`src/hw/rtl/kest_pkg.sv`:
```
// shared types, codes and key-string tables for the key escape translator
package kest_pkg;

   // configuration register indexes (byte address / 4)
   localparam logic [1:0] REG_SOURCE_FORMAT      = 2'd0;
   localparam logic [1:0] REG_DELETE_TO_SEQUENCE = 2'd1;
   localparam logic [1:0] REG_APPLICATION_CURSOR = 2'd2;

   // source format codes
   localparam logic [1:0] FMT_PASS     = 2'd0;
   localparam logic [1:0] FMT_LETTER   = 2'd1;
   localparam logic [1:0] FMT_TILDE    = 2'd2;
   localparam logic [1:0] FMT_PASS_ALT = 2'd3;

   // reset values of the registers
   localparam logic [1:0] SOURCE_FORMAT_RESET      = FMT_LETTER;
   localparam logic       DELETE_TO_SEQUENCE_RESET = 1'b1;
   localparam logic       APPLICATION_CURSOR_RESET = 1'b0;

   localparam int QUEUE_DEPTH = 2;
   localparam int RUN_MAX     = 8;
   localparam int STR_MAX     = 5;

   localparam logic [7:0] CH_ESC   = 8'h1B;
   localparam logic [7:0] CH_DEL   = 8'h7F;
   localparam logic [7:0] CH_LBR   = 8'h5B;
   localparam logic [7:0] CH_TILDE = 8'h7E;
   localparam logic [7:0] CH_O     = 8'h4F;
   localparam logic [7:0] CH_NUL   = 8'h00;

   typedef enum logic [2:0] {
      PH_IDLE,
      PH_ESC,
      PH_BRACKET,
      PH_FIRST,
      PH_SECOND
   } phase_type;

   typedef struct packed {
      logic [1:0] source_format;
      logic       delete_to_sequence;
      logic       application_cursor;
   } cfg_type;

   // up to five characters, ch[0] sent first
   typedef struct packed {
      logic [STR_MAX-1:0][7:0] ch;
      logic [2:0]              len;
   } str_type;

   // one queued run of result bytes, bytes[0] sent first
   typedef struct packed {
      logic [RUN_MAX-1:0][7:0] bytes;
      logic [3:0]              count;
      logic                    eoc;
   } run_type;

   function automatic str_type mk_str(input logic [2:0] len, input logic [7:0] c0,
                                      input logic [7:0] c1, input logic [7:0] c2,
                                      input logic [7:0] c3, input logic [7:0] c4);
      str_type s;
      s.len   = len;
      s.ch[0] = c0;
      s.ch[1] = c1;
      s.ch[2] = c2;
      s.ch[3] = c3;
      s.ch[4] = c4;
      return s;
   endfunction

   // ESC [ d ~
   function automatic str_type tilde1(input logic [7:0] d);
      return mk_str(3'd4, CH_ESC, CH_LBR, d, CH_TILDE, CH_NUL);
   endfunction

   // ESC [ d d ~
   function automatic str_type tilde2(input logic [7:0] d1, input logic [7:0] d2);
      return mk_str(3'd5, CH_ESC, CH_LBR, d1, d2, CH_TILDE);
   endfunction

   // ESC [ [ l
   function automatic str_type dbl_bracket(input logic [7:0] l);
      return mk_str(3'd4, CH_ESC, CH_LBR, CH_LBR, l, CH_NUL);
   endfunction

   function automatic logic is_digit(input logic [7:0] b);
      return (b >= "0") && (b <= "9");
   endfunction

   function automatic logic is_arrow(input logic [7:0] b);
      return (b >= "A") && (b <= "D");
   endfunction

   // ESC [ x, or ESC O x for an arrow under application cursor
   function automatic str_type arrow_or_plain(input logic [7:0] x, input logic app);
      return mk_str(3'd3, CH_ESC, (app && is_arrow(x)) ? CH_O : CH_LBR, x, CH_NUL, CH_NUL);
   endfunction

   // letter-coded console keys, len zero when the letter is not a key
   function automatic str_type letter_key(input logic [7:0] x);
      str_type s;
      s = mk_str(3'd0, CH_NUL, CH_NUL, CH_NUL, CH_NUL, CH_NUL);
      unique case (x)
         "E": s = mk_str(3'd3, CH_ESC, CH_LBR, "G", CH_NUL, CH_NUL);
         "H": s = tilde1("1");
         "L": s = tilde1("2");
         "F": s = tilde1("4");
         "I": s = tilde1("5");
         "G": s = tilde1("6");
         "M": s = dbl_bracket("A");
         "N": s = dbl_bracket("B");
         "O": s = dbl_bracket("C");
         "P": s = dbl_bracket("D");
         "Q": s = dbl_bracket("E");
         "R": s = tilde2("1", "7");
         "S": s = tilde2("1", "8");
         "T": s = tilde2("1", "9");
         "U": s = tilde2("2", "0");
         "V": s = tilde2("2", "1");
         "W": s = tilde2("2", "3");
         "X": s = tilde2("2", "4");
         "Y": s = tilde2("2", "5");
         "Z": s = tilde2("2", "6");
         "a": s = tilde2("2", "8");
         "b": s = tilde2("2", "9");
         "c": s = tilde2("3", "1");
         "d": s = tilde2("3", "2");
         "e": s = tilde2("3", "3");
         "f": s = tilde2("3", "4");
         default: s = mk_str(3'd0, CH_NUL, CH_NUL, CH_NUL, CH_NUL, CH_NUL);
      endcase
      return s;
   endfunction

   function automatic run_type run_put(input run_type r, input logic [7:0] b);
      run_type o;
      o = r;
      if (r.count < 4'(RUN_MAX)) begin
         o.bytes[r.count[2:0]] = b;
         o.count               = r.count + 4'd1;
      end
      return o;
   endfunction

   function automatic run_type run_append(input run_type r, input str_type s);
      run_type o;
      o = r;
      for (int i = 0; i < STR_MAX; i++) begin
         if (3'(i) < s.len) begin
            o = run_put(o, s.ch[i]);
         end
      end
      return o;
   endfunction

endpackage

```
`src/hw/rtl/kest_queue.sv`:
```
// short queue of result runs between the front end and the back end
module kest_queue #(
   parameter int DEPTH = kest_pkg::QUEUE_DEPTH
) (
   input  logic              clock,
   input  logic              reset,
   input  logic              push,
   input  kest_pkg::run_type push_run,
   output logic              full,
   input  logic              pop,
   output logic              head_valid,
   output kest_pkg::run_type head_run
);

   localparam int PTR_W  = (DEPTH > 1) ? $clog2(DEPTH) : 1;
   localparam int FILL_W = $clog2(DEPTH + 1);

   kest_pkg::run_type  entries_ff [DEPTH];
   logic [PTR_W-1:0]   wr_ptr_ff, wr_ptr_in;
   logic [PTR_W-1:0]   rd_ptr_ff, rd_ptr_in;
   logic [FILL_W-1:0]  fill_ff, fill_in;
   logic               do_push, do_pop;

   assign full       = (fill_ff == FILL_W'(DEPTH));
   assign head_valid = (fill_ff != '0);
   assign head_run   = entries_ff[rd_ptr_ff];
   assign do_push    = push && !full;
   assign do_pop     = pop && head_valid;

   always_comb begin
      wr_ptr_in = wr_ptr_ff;
      rd_ptr_in = rd_ptr_ff;
      fill_in   = fill_ff;
      if (do_push) begin
         wr_ptr_in = (wr_ptr_ff == PTR_W'(DEPTH - 1)) ? '0 : wr_ptr_ff + 1'b1;
      end
      if (do_pop) begin
         rd_ptr_in = (rd_ptr_ff == PTR_W'(DEPTH - 1)) ? '0 : rd_ptr_ff + 1'b1;
      end
      if (do_push && !do_pop) begin
         fill_in = fill_ff + 1'b1;
      end else if (do_pop && !do_push) begin
         fill_in = fill_ff - 1'b1;
      end
   end

   always_ff @(posedge clock) begin
      if (reset) begin
         wr_ptr_ff <= '0;
         rd_ptr_ff <= '0;
         fill_ff   <= '0;
      end else begin
         wr_ptr_ff <= wr_ptr_in;
         rd_ptr_ff <= rd_ptr_in;
         fill_ff   <= fill_in;
      end
   end

   always_ff @(posedge clock) begin
      if (do_push) begin
         entries_ff[wr_ptr_ff] <= push_run;
      end
   end

   assert property (@(posedge clock) disable iff (reset)
      fill_ff <= FILL_W'(DEPTH))
      else $error("queue fill beyond its depth");

   assert property (@(posedge clock) disable iff (reset)
      (fill_ff == '0 || fill_ff == FILL_W'(DEPTH)) |-> wr_ptr_ff == rd_ptr_ff)
      else $error("queue pointers disagree with the fill count");

   assert property (@(posedge clock) disable iff (reset)
      push && full |-> !pop)
      else $error("run pushed into a full queue");

endmodule

```
`config.mk`:
```
export PLATFORM = sky130hd
export DESIGN_NAME = kest_queue
export DESIGN_NICKNAME = d
export VERILOG_FILES = /design/src/hw/rtl/kest_pkg.sv /design/src/hw/rtl/kest_queue.sv
export SDC_FILE = /design/constraint.sdc
export NUM_CORES = 1
export LEC_CHECK = 0
export ABC_AREA = 1
export BUFFER_PORTS_ARGS = -buffer_cell sky130_fd_sc_hd__buf_2
export CORE_MARGIN = 2
export CORE_UTILIZATION = 47
export DETAILED_ROUTE_END_ITERATION = 8
export PLACE_DENSITY_LB_ADDON = 0.08
export SKIP_LAST_GASP = 1
export SLEW_MARGIN = 20
export SYNTH_ARGS = -nofsm -noshare
export SYNTH_HDL_FRONTEND = slang
export SYNTH_SLANG_ARGS = --single-unit
export TNS_END_PERCENT = 30
```
`constraint.sdc`:
```
create_clock -name clock -period 5.4 [get_ports clock]
set_input_delay 1.62 -clock clock [delete_from_list [all_inputs] [get_ports clock]]
set_output_delay 1.62 -clock clock [all_outputs]
set_load 0.05 [all_outputs]
```
==> metrics.cfg <==
[clock_tree]
cts-root-buf=clkbuf_8
cts_max_level=4
postCtsSetupBuffers=0
clkTransAtPathRegs_ps=60
clk_latency_ps=510
clockBufferDepth=2
tritoncts=yes
cts_resized=0
cts_buffers=17
clock-sinks=143
postCtsHoldBufs=0

[cells_and_area]
area_delta_synth_final_pct=26.9
fin_nets=482
finish.utilization_pct=61.3
diodes=0
multiInputGateArea_um2=940
register_area_um2=4250
stdcell_area_um2=6680
drive_gt1_share_pct=57.2
fillers=834

[synth]
synth_area_um2=5260
ys_warn_count=0
syn_avg_cell_area_um2=20.9
synth_cell_types=15
ys_ff_latch=143
syn-num-nets=326
syn_inst=252
synth_sequential_area_ratio_pct=80.7

[floorplanning]
fp.coreArea_um2=10900
die_w_um=110
start_util_pct=48.3
io-pin-count=144
dieArea_um2=12100
fp-row-count=38
fp.dieH_um=110

[sta]
clock-skew-final_ps=4.15
tightestPinTransition_ps=982
drv_slew=0
finalSetupViolCount=0
finalCritPeriodShare_pct=70.4
fin_hold_ws_ps=512
grt_setup_unrepaired=no
fmax_mhz=263
min_period_ps=3800
hold_viol=0
relSlewSlack_pct=34.6
fin_ws_ps=1600
fin_tns_setup_ps=0

[worst_setup_path]
cpMaxStageDelayCell=dfxtp_4
r2r_start=fill_ff[1]
path_max_fanout=69
max_stage_delay_ps=980
start_kind=flop
path_cells=mux2_2 > buf_2
reg2reg_slack_ps=3410
crit_required_ps=3780
r2r-end=entries_ff[0][14]
reg2regPathDepth=4
critPathKind=flop to output port
crit_path_end=head_run[46]
crit_arrival_ps=2180
end_kind=output port

[placed_design]
preCtsSetupSlack_ps=2080
port_buffers=143
gp_congestion=0.720
placed_cell_area_um2=6120
dp_hpwl_um=5640

[min_path]
hold_class=flop to flop
hold_depth=2

[global_route]
grt_pass1_vias=2685
grt_max_degree=70
grt_pass1_wl_um=13300
grt_antenna_before_repair=0
overflow=0
grt_usage_pct=15.6

[routing]
vias=2729
first_pass_iters=6
vias_per_cell=4.86
drc=0
finalWirelength_um=9110
dr.first_iter.drc_count=112
drtAntennaViolNets=0
detail_route.wl_per_cell_um=16.2

[power]
peakVddDrop_uv=318
power_density_nw_per_um2=551
p_leak_nw=2.55

[job]
drv_cap=0

[status]
outcome=complete, no violations

## sequential cells by signal, indices dropped and copies added, names as in the netlist, named ones only
name        flops
entries_ff    138
fill_ff         2
rd_ptr_ff       1
wr_ptr_ff       1
## worst min-delay path by stage
stage / start / slack, ps / to
detailed placement: rd_ptr_ff / 500 / flop
finish: rd_ptr_ff / 510 / flop
CTS: rd_ptr_ff / 520 / flop
global route: rd_ptr_ff / 560 / rd_ptr_ff
floorplan: rd_ptr_ff / 460 / flop
global placement: rd_ptr_ff / 480 / rd_ptr_ff
## synth_stat cells (all sizes together)
library cell,n,area [um^2]
edfxtp,138,4140
mux2,69,815
nand4,1,6.26
ha,1,12.5
buf,8,62.6
inv,8,30.0
o21ai,3,15.0
nand2,7,26.3
dfxtp,5,100
a21oi,2,10.0
nand3,2,10.0
nor2,8,30.0
## area by class of cell
cell class	count	share of cell area [%]
Clock buffer	24	6.60
Clock inverter	8	1.71
Timing Repair Buffer	145	10.9
Multi-Input combinational cell	93	14.1
Inverter	8	0.450
Sequential cell	143	63.6
Tap cell	140	2.62
## critical path: cells and delay by family, from the launching register on
kind                   cells  cell delay (ps)
muxes                      1              440
buffers and inverters      1              210
DFF                        1              980
## metal layers
layer  vias up  GRT usage, %  routed length [um]
li1       1292             -                   -
met1      1324          18.0                3710
met2        94          25.5                4590
met3        19          5.51                 596
met4         0          7.87                 207
met5         -             0                   0
## cells in the final DEF, fill, tap and decap left out
master	Yosys	routed
buf_2	5	143
edfxtp_1	138	138
mux2_2	59	59
clkbuf_16	0	16
mux2_4	10	10
inv_1	8	8
nand2_1	7	7
clkbuf_1	0	7
nor2_1	8	6
clkinv_2	0	4
dfxtp_1	5	4
o21ai_0	3	3
bufinv_16	0	3
nor2_4	0	2
a21oi_1	2	2
nand3_1	2	2
buf_4	0	2
nand4_1	1	1
ha_1	1	1
dfxtp_4	0	1
clkbuf_8	0	1
clkinv_1	0	1
## stage by stage
step,total power [mW],cells
2_1_floorplan,2.40,252
3_3_place_gp,2.62,529
3_5_place_dp,2.63,529
4_1_cts,3.73,561
5_1_grt,3.84,561
6_report,3.68,561
## cell families (layout without fill, tap and decap cells)
| logic type | Yosys count | in the layout | share of synthesized area [%] |
|---|---|---|---|
| DFF | 143 | 143 | 80.7 |
| muxes | 69 | 69 | 15.5 |
| and+or+nand+nor | 18 | 18 | 1.38 |
| buffers and inverters | 16 | 185 | 1.76 |
| AOI/OAI and AO/OA | 5 | 5 | 0.476 |
| adders and majority gates | 1 | 1 | 0.238 |
## power breakdown
group | leakage [nW] | internal (mW) | switching [mW]
combinational | 0.953 | 0.307 | 0.787
clock | 0.272 | 0.698 | 0.386
sequential | 1.33 | 1.41 | 0.0934
Note: power is estimated with default switching activity, not from simulation.
