### src/hw/rtl/kest_pkg.sv
// shared types, codes and key-string tables for the key escape translator
package kest_pkg;

   // configuration register indexes (byte address / 4)
   localparam logic [1:0] REG_SOURCE_FORMAT      = 2'd0;
   localparam logic [1:0] REG_DELETE_TO_SEQUENCE = 2'd1;
   localparam logic [1:0] REG_APPLICATION_CURSOR = 2'd2;

   // source format codes
   localparam logic [1:0] FMT_PASS     = 2'd0;
   localparam logic [1:0] FMT_LETTER   = 2'd1;
   localparam logic [1:0] FMT_TILDE    = 2'd2;
   localparam logic [1:0] FMT_PASS_ALT = 2'd3;

   // reset values of the registers
   localparam logic [1:0] SOURCE_FORMAT_RESET      = FMT_LETTER;
   localparam logic       DELETE_TO_SEQUENCE_RESET = 1'b1;
   localparam logic       APPLICATION_CURSOR_RESET = 1'b0;

   localparam int QUEUE_DEPTH = 2;
   localparam int RUN_MAX     = 8;
   localparam int STR_MAX     = 5;

   localparam logic [7:0] CH_ESC   = 8'h1B;
   localparam logic [7:0] CH_DEL   = 8'h7F;
   localparam logic [7:0] CH_LBR   = 8'h5B;
   localparam logic [7:0] CH_TILDE = 8'h7E;
   localparam logic [7:0] CH_O     = 8'h4F;
   localparam logic [7:0] CH_NUL   = 8'h00;

   typedef enum logic [2:0] {
      PH_IDLE,
      PH_ESC,
      PH_BRACKET,
      PH_FIRST,
      PH_SECOND
   } phase_type;

   typedef struct packed {
      logic [1:0] source_format;
      logic       delete_to_sequence;
      logic       application_cursor;
   } cfg_type;

   // up to five characters, ch[0] sent first
   typedef struct packed {
      logic [STR_MAX-1:0][7:0] ch;
      logic [2:0]              len;
   } str_type;

   // one queued run of result bytes, bytes[0] sent first
   typedef struct packed {
      logic [RUN_MAX-1:0][7:0] bytes;
      logic [3:0]              count;
      logic                    eoc;
   } run_type;

   function automatic str_type mk_str(input logic [2:0] len, input logic [7:0] c0,
                                      input logic [7:0] c1, input logic [7:0] c2,
                                      input logic [7:0] c3, input logic [7:0] c4);
      str_type s;
      s.len   = len;
      s.ch[0] = c0;
      s.ch[1] = c1;
      s.ch[2] = c2;
      s.ch[3] = c3;
      s.ch[4] = c4;
      return s;
   endfunction

   // ESC [ d ~
   function automatic str_type tilde1(input logic [7:0] d);
      return mk_str(3'd4, CH_ESC, CH_LBR, d, CH_TILDE, CH_NUL);
   endfunction

   // ESC [ d d ~
   function automatic str_type tilde2(input logic [7:0] d1, input logic [7:0] d2);
      return mk_str(3'd5, CH_ESC, CH_LBR, d1, d2, CH_TILDE);
   endfunction

   // ESC [ [ l
   function automatic str_type dbl_bracket(input logic [7:0] l);
      return mk_str(3'd4, CH_ESC, CH_LBR, CH_LBR, l, CH_NUL);
   endfunction

   function automatic logic is_digit(input logic [7:0] b);
      return (b >= "0") && (b <= "9");
   endfunction

   function automatic logic is_arrow(input logic [7:0] b);
      return (b >= "A") && (b <= "D");
   endfunction

   // ESC [ x, or ESC O x for an arrow under application cursor
   function automatic str_type arrow_or_plain(input logic [7:0] x, input logic app);
      return mk_str(3'd3, CH_ESC, (app && is_arrow(x)) ? CH_O : CH_LBR, x, CH_NUL, CH_NUL);
   endfunction

   // letter-coded console keys, len zero when the letter is not a key
   function automatic str_type letter_key(input logic [7:0] x);
      str_type s;
      s = mk_str(3'd0, CH_NUL, CH_NUL, CH_NUL, CH_NUL, CH_NUL);
      unique case (x)
         "E": s = mk_str(3'd3, CH_ESC, CH_LBR, "G", CH_NUL, CH_NUL);
         "H": s = tilde1("1");
         "L": s = tilde1("2");
         "F": s = tilde1("4");
         "I": s = tilde1("5");
         "G": s = tilde1("6");
         "M": s = dbl_bracket("A");
         "N": s = dbl_bracket("B");
         "O": s = dbl_bracket("C");
         "P": s = dbl_bracket("D");
         "Q": s = dbl_bracket("E");
         "R": s = tilde2("1", "7");
         "S": s = tilde2("1", "8");
         "T": s = tilde2("1", "9");
         "U": s = tilde2("2", "0");
         "V": s = tilde2("2", "1");
         "W": s = tilde2("2", "3");
         "X": s = tilde2("2", "4");
         "Y": s = tilde2("2", "5");
         "Z": s = tilde2("2", "6");
         "a": s = tilde2("2", "8");
         "b": s = tilde2("2", "9");
         "c": s = tilde2("3", "1");
         "d": s = tilde2("3", "2");
         "e": s = tilde2("3", "3");
         "f": s = tilde2("3", "4");
         default: s = mk_str(3'd0, CH_NUL, CH_NUL, CH_NUL, CH_NUL, CH_NUL);
      endcase
      return s;
   endfunction

   function automatic run_type run_put(input run_type r, input logic [7:0] b);
      run_type o;
      o = r;
      if (r.count < 4'(RUN_MAX)) begin
         o.bytes[r.count[2:0]] = b;
         o.count               = r.count + 4'd1;
      end
      return o;
   endfunction

   function automatic run_type run_append(input run_type r, input str_type s);
      run_type o;
      o = r;
      for (int i = 0; i < STR_MAX; i++) begin
         if (3'(i) < s.len) begin
            o = run_put(o, s.ch[i]);
         end
      end
      return o;
   endfunction

endpackage

### src/hw/rtl/kest_back.sv
// back end: sends the queued runs out one byte per transaction
module kest_back (
   input  logic              clock,
   input  logic              reset,
   input  logic              head_valid,
   input  kest_pkg::run_type head_run,
   output logic              pop,
   output logic              rsp_tvalid,
   input  logic              rsp_tready,
   output logic [7:0]        rsp_tdata,   // out_byte
   output logic              rsp_tlast,   // last_of_run
   output logic              rsp_tuser    // chunk_done
);

   logic [2:0] idx_ff, idx_in;
   logic       valid_ff, valid_in;
   logic [7:0] byte_ff, byte_in;
   logic       last_ff, last_in;
   logic       done_ff, done_in;
   logic       load;
   logic       at_end;

   assign load   = head_valid && (!valid_ff || rsp_tready);
   assign at_end = ({1'b0, idx_ff} == (head_run.count - 4'd1));
   assign pop    = load && at_end;

   always_comb begin
      idx_in   = idx_ff;
      valid_in = valid_ff;
      byte_in  = byte_ff;
      last_in  = last_ff;
      done_in  = done_ff;
      if (load) begin
         valid_in = 1'b1;
         byte_in  = head_run.bytes[idx_ff];
         last_in  = at_end;
         done_in  = at_end && head_run.eoc;
         idx_in   = at_end ? 3'd0 : idx_ff + 3'd1;
      end else if (rsp_tready) begin
         valid_in = 1'b0;
      end
   end

   always_ff @(posedge clock) begin
      if (reset) begin
         idx_ff   <= 3'd0;
         valid_ff <= 1'b0;
      end else begin
         idx_ff   <= idx_in;
         valid_ff <= valid_in;
      end
   end

   always_ff @(posedge clock) begin
      byte_ff <= byte_in;
      last_ff <= last_in;
      done_ff <= done_in;
   end

   assign rsp_tvalid = valid_ff;
   assign rsp_tdata  = byte_ff;
   assign rsp_tlast  = last_ff;
   assign rsp_tuser  = done_ff;

   assert property (@(posedge clock) disable iff (reset)
      head_valid |-> {1'b0, idx_ff} < head_run.count)
      else $error("byte index ran past the head run");

   assert property (@(posedge clock) disable iff (reset)
      valid_ff && done_ff |-> last_ff)
      else $error("chunk end flagged on a byte that does not end its run");

   assert property (@(posedge clock) disable iff (reset)
      !head_valid |-> idx_ff == 3'd0)
      else $error("byte index left mid-run with nothing queued");

endmodule

### config.mk
export PLATFORM = sky130hd
export DESIGN_NAME = kest_back
export DESIGN_NICKNAME = d
export VERILOG_FILES = /design/src/hw/rtl/kest_pkg.sv /design/src/hw/rtl/kest_back.sv
export SDC_FILE = /design/constraint.sdc
export NUM_CORES = 1
export LEC_CHECK = 0
export BUFFER_PORTS_ARGS = -buffer_cell sky130_fd_sc_hd__buf_4
export CAP_MARGIN = 20
export CORE_AREA = 2 2 72 74
export CTS_CLUSTER_SIZE = 25
export DETAILED_ROUTE_END_ITERATION = 12
export DIE_AREA = 0 0 74 76
export GPL_TIMING_DRIVEN = 0
export PLACE_DENSITY = 0.49
export SYNTH_ARGS = -nofsm -noshare
export SYNTH_HDL_FRONTEND = slang
export SYNTH_SLANG_ARGS = --single-unit
### constraint.sdc
create_clock -name clock -period 2.79 [get_ports clock]
set_input_delay 0.837 -clock clock [delete_from_list [all_inputs] [get_ports clock]]
set_output_delay 0.837 -clock clock [all_outputs]
set_load 0.01 [all_outputs]
==> results of run 1 <==
metal layers:
metal  track usage, %  wire, µm
met3             1.72       263
met1             15.7      1470
met4             5.82        64
met2             22.8      1800
met5                0         0
registers in the layout (all words and copies together) (netlist names):
register	cells
rsp_tuser	1
rsp_tvalid	1
rsp_tlast	1
rsp_tdata	8
idx_ff	3
layout make-up:
cell class | instances | area, µm² | share of cell area [%]
flip-flops and latches | 14 | 380 | 19.1
inverters | 4 | 20.0 | 1.01
repair buffers | 88 | 676 | 34.0
clock buffers | 4 | 55.1 | 2.77
multi-input cells | 48 | 716 | 36.0
well taps | 70 | 87.6 | 4.41
plain buffers | 5 | 52.6 | 2.64
power by group through the flow:
stage | clock (mW) | combinational, mW | sequential, mW
final | 0.194 | 0.294 | 0.254
after global routing | 0.210 | 0.318 | 0.256
after CTS | 0.204 | 0.298 | 0.255
after detailed placement | 0 | 0.285 | 0.259
after global placement | 0 | 0.281 | 0.258
after floorplan | 0 | 0.147 | 0.267
placed cells by master (no fill, tap or decap), drive strengths merged:
cell and n:
mux4 16, clkbuf 4, o31ai 1, xor2 5, nand3 2, ha 2
nor3 4, nand2 2, and2 1, nand2b 1, mux2 8, edfxtp 10
dfxtp 4, mux2i 1, a211oi 2, or3 1, buf 93, inv 4
a21oi 2
what timing repair did:
item / 4_1_cts / 5_1_grt
setup endpoints to repair: 1 / 1
hold buffers: 0 / 0
setup buffers: 4 / 0
gates resized for setup: 12 / 0
pin swaps: 3 / 4
synthesized netlist by cell type:
master | n | share of area (%)
and2_1 | 1 | 0.55
a21oi_1 | 2 | 0.88
buf_6 | 2 | 2.0
dfxtp_1 | 4 | 7.0
nand2_1 | 2 | 0.66
mux4_1 | 9 | 21
nor3_1 | 4 | 1.8
buf_2 | 2 | 0.88
or3_4 | 1 | 0.99
a211oi_1 | 1 | 0.66
mux4_2 | 7 | 14
mux2i_1 | 1 | 0.88
buf_12 | 1 | 1.8
ha_1 | 2 | 2.2
nand2b_1 | 1 | 0.55
edfxtp_1 | 10 | 26
nand3_1 | 2 | 0.88
inv_1 | 4 | 1.3
a211oi_2 | 1 | 1.1
xor2_1 | 5 | 3.9
mux2_2 | 1 | 0.99
o31ai_1 | 1 | 0.66
mux2_4 | 7 | 9.3
kinds of logic (layout without fill, tap and decap cells):
| logic type | Yosys count | after routing | share of synthesized area, % |
|---|---|---|---|
| XOR/XNOR | 5 | 5 | 3.85 |
| adder cells (fa/ha/maj) | 2 | 2 | 2.20 |
| AO/OA/AOI/OAI | 5 | 5 | 3.30 |
| AND/OR/NAND/NOR | 11 | 11 | 5.40 |
| flip-flops | 14 | 14 | 33.5 |
| multiplexers | 25 | 25 | 45.8 |
| buffers and inverters | 9 | 101 | 5.95 |
worst paths after layout:
path                                start                       to  slack (ns)  cells past startpoint
setup reg to reg   idx_ff[1]$_SDFFE_PP0P_   rsp_tdata[2]$_DFFE_PP_        1.02                      4
setup / recovery              head_run[2]                      pop      -0.002                      7
hold / removal    rsp_tvalid$_SDFFE_PP0P_  rsp_tvalid$_SDFFE_PP0P_        0.54                      2
hold reg to reg   rsp_tvalid$_SDFFE_PP0P_  rsp_tvalid$_SDFFE_PP0P_        0.54                      2
worst register-to-register path: stages, from the launching register on:
cell and delay, ns:
dfxtp_1 0.33, buf_2 0.25, buf_2 0.32, mux4_2 0.35, mux2_4 0.27
==> flow_metrics.env, run 1 <==
export IMPL_pwr_share_comb_pct=39.6
export IMPL_drc=0
export IMPL_dp_worst_setup_slack_ns=-0.181
export IMPL_switchingPower_mw=0.177
export IMPL_violations="setup timing"
export IMPL_fp_row_count=26
export IMPL_worstPathCellList="buf_8, inv_4, ha_4, xor2_2, or3_4, a211oi_4, buf_4"
export IMPL_wl_per_cell_um=15.4
export IMPL_cp_end_kind="output pin"
export IMPL_drt_iter0_markers=29
export IMPL_cp_slowest_cell="or3_4"
export IMPL_fp_dieH_um=76
export IMPL_final_area_um2=1990
export IMPL_dr_pass1_iters=4
export IMPL_worstHoldPathType="reg2reg"
export IMPL_cts_buffer_depth=2
export IMPL_tightest_slew_ns=0.415
export IMPL_clock_power_share_pct=26.2
export IMPL_hold_ws_ns=0.543
export IMPL_criticalPathCategory="in2out"
export IMPL_htreeDepth=1
export IMPL_yosysWarnings=0
export IMPL_crit_buf_inv=3
export IMPL_rsz0062_at_grt="true"
export IMPL_leakage_nw=0.887
export IMPL_p_int_mw=0.565
export IMPL_p_total_mw=0.742
export IMPL_cp_data_arrival_time_ns=1.96
export IMPL_status="finished, violations left"
export IMPL_ys_ff_latch=14
export IMPL_syn_avg_cell_area_um2=16.0
export IMPL_setup_tns_ns=-0.00211
export IMPL_utilization_pct=40.4
export IMPL_switching_share_pct=23.8
export IMPL_numPortBuffers=84
export IMPL_fp_dieW_um=74
export IMPL_fin_skew_ns=0.00563
export IMPL_grt_first_pass_wirelength_um=5540
export IMPL_cp_required_ns=1.95
export IMPL_grt_max_degree=11
export IMPL_synth_area_um2=1140
export IMPL_ys_types=23
export IMPL_cts_buffers=3
export IMPL_powerDensity_nw_per_um2=374
export IMPL_grt_usage_pct=13.1
export IMPL_initial_core_util_pct=23.1
export IMPL_totalWireLength_um=3600
export IMPL_slew_headroom_pct=72.3
export IMPL_yosysSeqAreaShare_pct=33.5
export IMPL_area_delta_synth_final_pct=74.9
export IMPL_synthCells=71
export IMPL_vias=1033
export IMPL_clk_pin_slew_ns=0.06
export IMPL_drv_slew=0
export IMPL_worstPathMaxFanout=2
export IMPL_path_delay_family="simple AND/OR/NAND/NOR gates"
export IMPL_setup_slack_ns=-0.00211
export IMPL_die_area_um2=5620
export IMPL_place_gp_congestion=0.714
export IMPL_io_pins=85
export IMPL_max_freq_mhz=358
export IMPL_ir_worst_vdd_uv=128
export IMPL_fill_cells=486
export IMPL_finalSetupViolCount=1
export IMPL_cts_sinks=14
export IMPL_cts_tree="built"
export IMPL_antenna_found_initial=0
export IMPL_root_buffer="clkbuf_8"
export IMPL_dp_cells=225
export IMPL_period_needed_ns=2.79
export IMPL_pwr_share_seq_pct=34.3
export IMPL_drive_gt1_share_pct=72.4
export IMPL_max_cap_viol_count=0
export IMPL_fin_nets=239
export IMPL_hold_viol_final=0
export IMPL_grt_pass1_vias=1197
export IMPL_dp_hpwl_um=2870
export IMPL_grt_ovfl_total=0
export IMPL_core_um2=4910
export IMPL_finalNonFillerCells=233
export IMPL_antenna_diode_count=0
export IMPL_placed_area_um2=1850
export IMPL_vias_per_cell=4.43
export IMPL_start_kind="primary input"
export IMPL_synth_nets=146
export IMPL_fin_crit_sh_pct=100
export IMPL_slowest_delay_ns=0.35
export IMPL_antenna_left=0
export IMPL_clkLatencyLatePin_ns=0.24
Note: power is estimated with default switching activity, not from simulation.
==> run 2, diff against run 1 <==
--- a/config.mk
+++ b/config.mk
@@ -5,14 +5,15 @@
 export SDC_FILE = /design/constraint.sdc
 export NUM_CORES = 1
 export LEC_CHECK = 0
+export ABC_AREA = 1
 export BUFFER_PORTS_ARGS = -buffer_cell sky130_fd_sc_hd__buf_4
 export CAP_MARGIN = 20
-export CORE_AREA = 2 2 72 74
+export CORE_AREA = 2 2 57 59
 export CTS_CLUSTER_SIZE = 25
 export DETAILED_ROUTE_END_ITERATION = 12
-export DIE_AREA = 0 0 74 76
+export DIE_AREA = 0 0 59 61
 export GPL_TIMING_DRIVEN = 0
-export PLACE_DENSITY = 0.49
+export PLACE_DENSITY = 0.75
 export SYNTH_ARGS = -nofsm -noshare
 export SYNTH_HDL_FRONTEND = slang
 export SYNTH_SLANG_ARGS = --single-unit
==> flow_metrics.env, run 2 <==
export IMPL_status="completed"
export IMPL_layout_commonest_cell="buf_4"
export IMPL_pwr_share_comb_pct=45.5
export IMPL_core_um2=2950
export IMPL_grt_ovfl_total=0
export IMPL_p_int_mw=0.467
export IMPL_die_area_um2=3600
export IMPL_io_pins=85
export IMPL_switchingPower_mw=0.236
export IMPL_max_cap_viol_count=0
export IMPL_worstHoldPathType="reg2reg"
export IMPL_clock_power_share_pct=17.2
export IMPL_period_needed_ns=2.71
export IMPL_yosysMostFrequentCell="nand2_1"
export IMPL_worstPathCellList="buf_4, inv_1, ha_1, nand2_1, nand2_2, nor2_4, nand4_2, inv_1, buf_4"
export IMPL_grt_pass1_vias=1360
export IMPL_fp_row_count=20
export IMPL_finalSetupViolCount=0
export IMPL_start_kind="primary input"
export IMPL_cts_tree="built"
export IMPL_numPortBuffers=84
export IMPL_dr_pass1_iters=4
export IMPL_totalWireLength_um=3740
export IMPL_criticalPathCategory="in2out"
export IMPL_synth_top_cell_area_share_pct=25.8
export IMPL_root_buffer="clkbuf_4"
export IMPL_synthArstFlopShare_pct=0
export IMPL_clk_pin_slew_ns=0.07
export IMPL_ys_types=21
export IMPL_drc=0
export IMPL_synthTopCellsByCount="nand2_1 (40), nor2_1 (37), o21ai_0 (27)"
export IMPL_max_freq_mhz=369
export IMPL_setup_tns_ns=0
export IMPL_ys_ff_latch=14
export IMPL_yosysWarnings=0
export IMPL_fin_skew_ns=0.0152
export IMPL_antenna_diode_count=0
export IMPL_synth_area_top_cells="edfxtp_1 (26%), nand2_1 (13%), nor2_1 (12%)"
export IMPL_antenna_left=0
export IMPL_dp_worst_setup_slack_ns=0.0544
export IMPL_switching_share_pct=33.6
export IMPL_synth_edf_count=10
export IMPL_drv_slew=0
export IMPL_synth_area_um2=1170
export IMPL_hold_viol_final=0
export IMPL_synth_flop_cell="edfxtp_1"
export IMPL_synthCells=180
export IMPL_fin_crit_sh_pct=97.2
export IMPL_cts_buffer_depth=2
export IMPL_crit_buf_inv=4
export IMPL_multiInputGateArea_um2=662
export IMPL_synthAdderAreaFrac_pct=2.15
export IMPL_vias_per_cell=5.06
export IMPL_wl_per_cell_um=12.4
export IMPL_worstPathMaxFanout=4
export IMPL_layout_common_cells="buf_4 (89), nand2_1 (40), nor2_1 (37)"
export IMPL_clkLatencyLatePin_ns=0.29
export IMPL_largest_reg_flops=8
export IMPL_synth_xor_area_share_pct=1.50
export IMPL_fin_nets=346
export IMPL_area_delta_synth_final_pct=61.5
export IMPL_path_delay_family="buffers and inverters"
export IMPL_cp_end_kind="output pin"
export IMPL_slew_headroom_pct=76.2
export IMPL_vias=1534
export IMPL_tightest_slew_ns=0.356
export IMPL_rsz0062_at_grt="false"
export IMPL_pwr_share_seq_pct=37.3
export IMPL_yosysTopAreaCell="edfxtp_1"
export IMPL_cts_buffers=3
export IMPL_fp_dieW_um=59
export IMPL_fp_dieH_um=61
export IMPL_cts_sinks=14
export IMPL_grt_usage_pct=21.5
export IMPL_antenna_found_initial=0
export IMPL_initial_core_util_pct=39.5
export IMPL_drt_iter0_markers=73
export IMPL_cp_required_ns=1.95
export IMPL_yosysSeqAreaShare_pct=32.6
export IMPL_grt_first_pass_wirelength_um=5900
export IMPL_grt_max_degree=13
export IMPL_dp_hpwl_um=2920
export IMPL_synth_nets=255
export IMPL_setup_slack_ns=0.0787
export IMPL_slowest_delay_ns=0.25
export IMPL_place_gp_congestion=0.860
export IMPL_cp_slowest_cell="ha_1"
export IMPL_seq_area_um2=380
export IMPL_synth_compound_area_share_pct=23.2
export IMPL_drive_gt1_share_pct=40.0
export IMPL_leakage_nw=0.978
export IMPL_yosys_area_share_simple_pct=29.9
export IMPL_ir_worst_vdd_uv=131
export IMPL_synth_mux_area_fraction_pct=0
export IMPL_powerDensity_nw_per_um2=373
export IMPL_syn_avg_cell_area_um2=6.48
export IMPL_hold_buffers=0
export IMPL_synth_top_family_by_area="simple AND/OR/NAND/NOR gates"
export IMPL_fill_cells=296
export IMPL_htreeDepth=1
export IMPL_cp_data_arrival_time_ns=1.87
## run 2: per-layer routing
| metal | wire length, µm | track usage (%) | share of wire, % | up-vias |
|---|---|---|---|---|
| met5 | 0 | 0 | 0 | - |
| met4 | 72 | 9.09 | 1.9 | 0 |
| met3 | 207 | 0.853 | 5.5 | 7 |
| met2 | 1790 | 36.7 | 48 | 58 |
| met1 | 1670 | 28.6 | 45 | 693 |
| li1 | - | - | - | 776 |
## run 2: layout make-up
| type | count | share of cell area [%] |
|---|---|---|
| buffer | 10 | 3.06 |
| clock buffer | 4 | 1.40 |
| inverter | 17 | 3.72 |
| multi-input combinational | 139 | 35.1 |
| sequential | 14 | 20.2 |
| tap | 33 | 2.19 |
| timing repair buffer | 86 | 34.3 |
## run 2: metrics by stage
stage          hold slack (ns)  utilization [%]  instance area, µm²  std cells  total power, mW
2_1_floorplan            0.503                -                1170        180            0.436
3_3_place_gp             0.475             62.2                1840        297            0.579
3_5_place_dp             0.475             62.2                1840        297            0.583
4_1_cts                  0.487             63.1                1860        301            0.701
5_1_grt                  0.532             63.8                1880        303            0.750
6_report                 0.484             63.8                1880        303            0.703
## run 2: path summary, 6_finish.rpt
path / from / endpoint / slack [ns] / cells after the start
worst min register to register: rsp_tvalid$_SDFFE_PP0P_ / rsp_tvalid$_SDFFE_PP0P_ / 0.48 / 2
worst min-delay path: rsp_tvalid$_SDFFE_PP0P_ / rsp_tvalid$_SDFFE_PP0P_ / 0.48 / 2
worst max register to register: idx_ff[1]$_SDFFE_PP0P_ / rsp_tdata[0]$_DFFE_PP_ / 1.30 / 6
worst max-delay path: head_run[1] / pop / 0.08 / 9
## run 2: worst min-delay path: stages (launching register included)
cell and delay, ns:
dfxtp_1 0.31, nand2_1 0.07, a21oi_1 0.06
## run 2: what timing repair did
action | CTS | global route
endpoints found under the hold margin | 0 | 0
setup buffers | 0 | 2
gates resized for setup | 0 | 1
endpoints found under the setup margin | 0 | 1
## run 2: kinds of logic (layout without fill, tap and decap cells)
| family | Yosys count | after routing |
|---|---|---|
| fa+ha+maj | 2 | 2 |
| buf+inv | 27 | 117 |
| simple gates | 85 | 85 |
| compound gates | 50 | 50 |
| xor+xnor | 2 | 2 |
| flops | 14 | 14 |
## run 2: power by group through the flow
stage	Combinational, mW	Sequential, mW	Clock (mW)
after floorplan	0.160	0.276	0
after global placement	0.311	0.268	0
after detailed placement	0.316	0.268	0
after CTS	0.316	0.263	0.121
after global routing	0.357	0.265	0.128
final	0.320	0.262	0.121
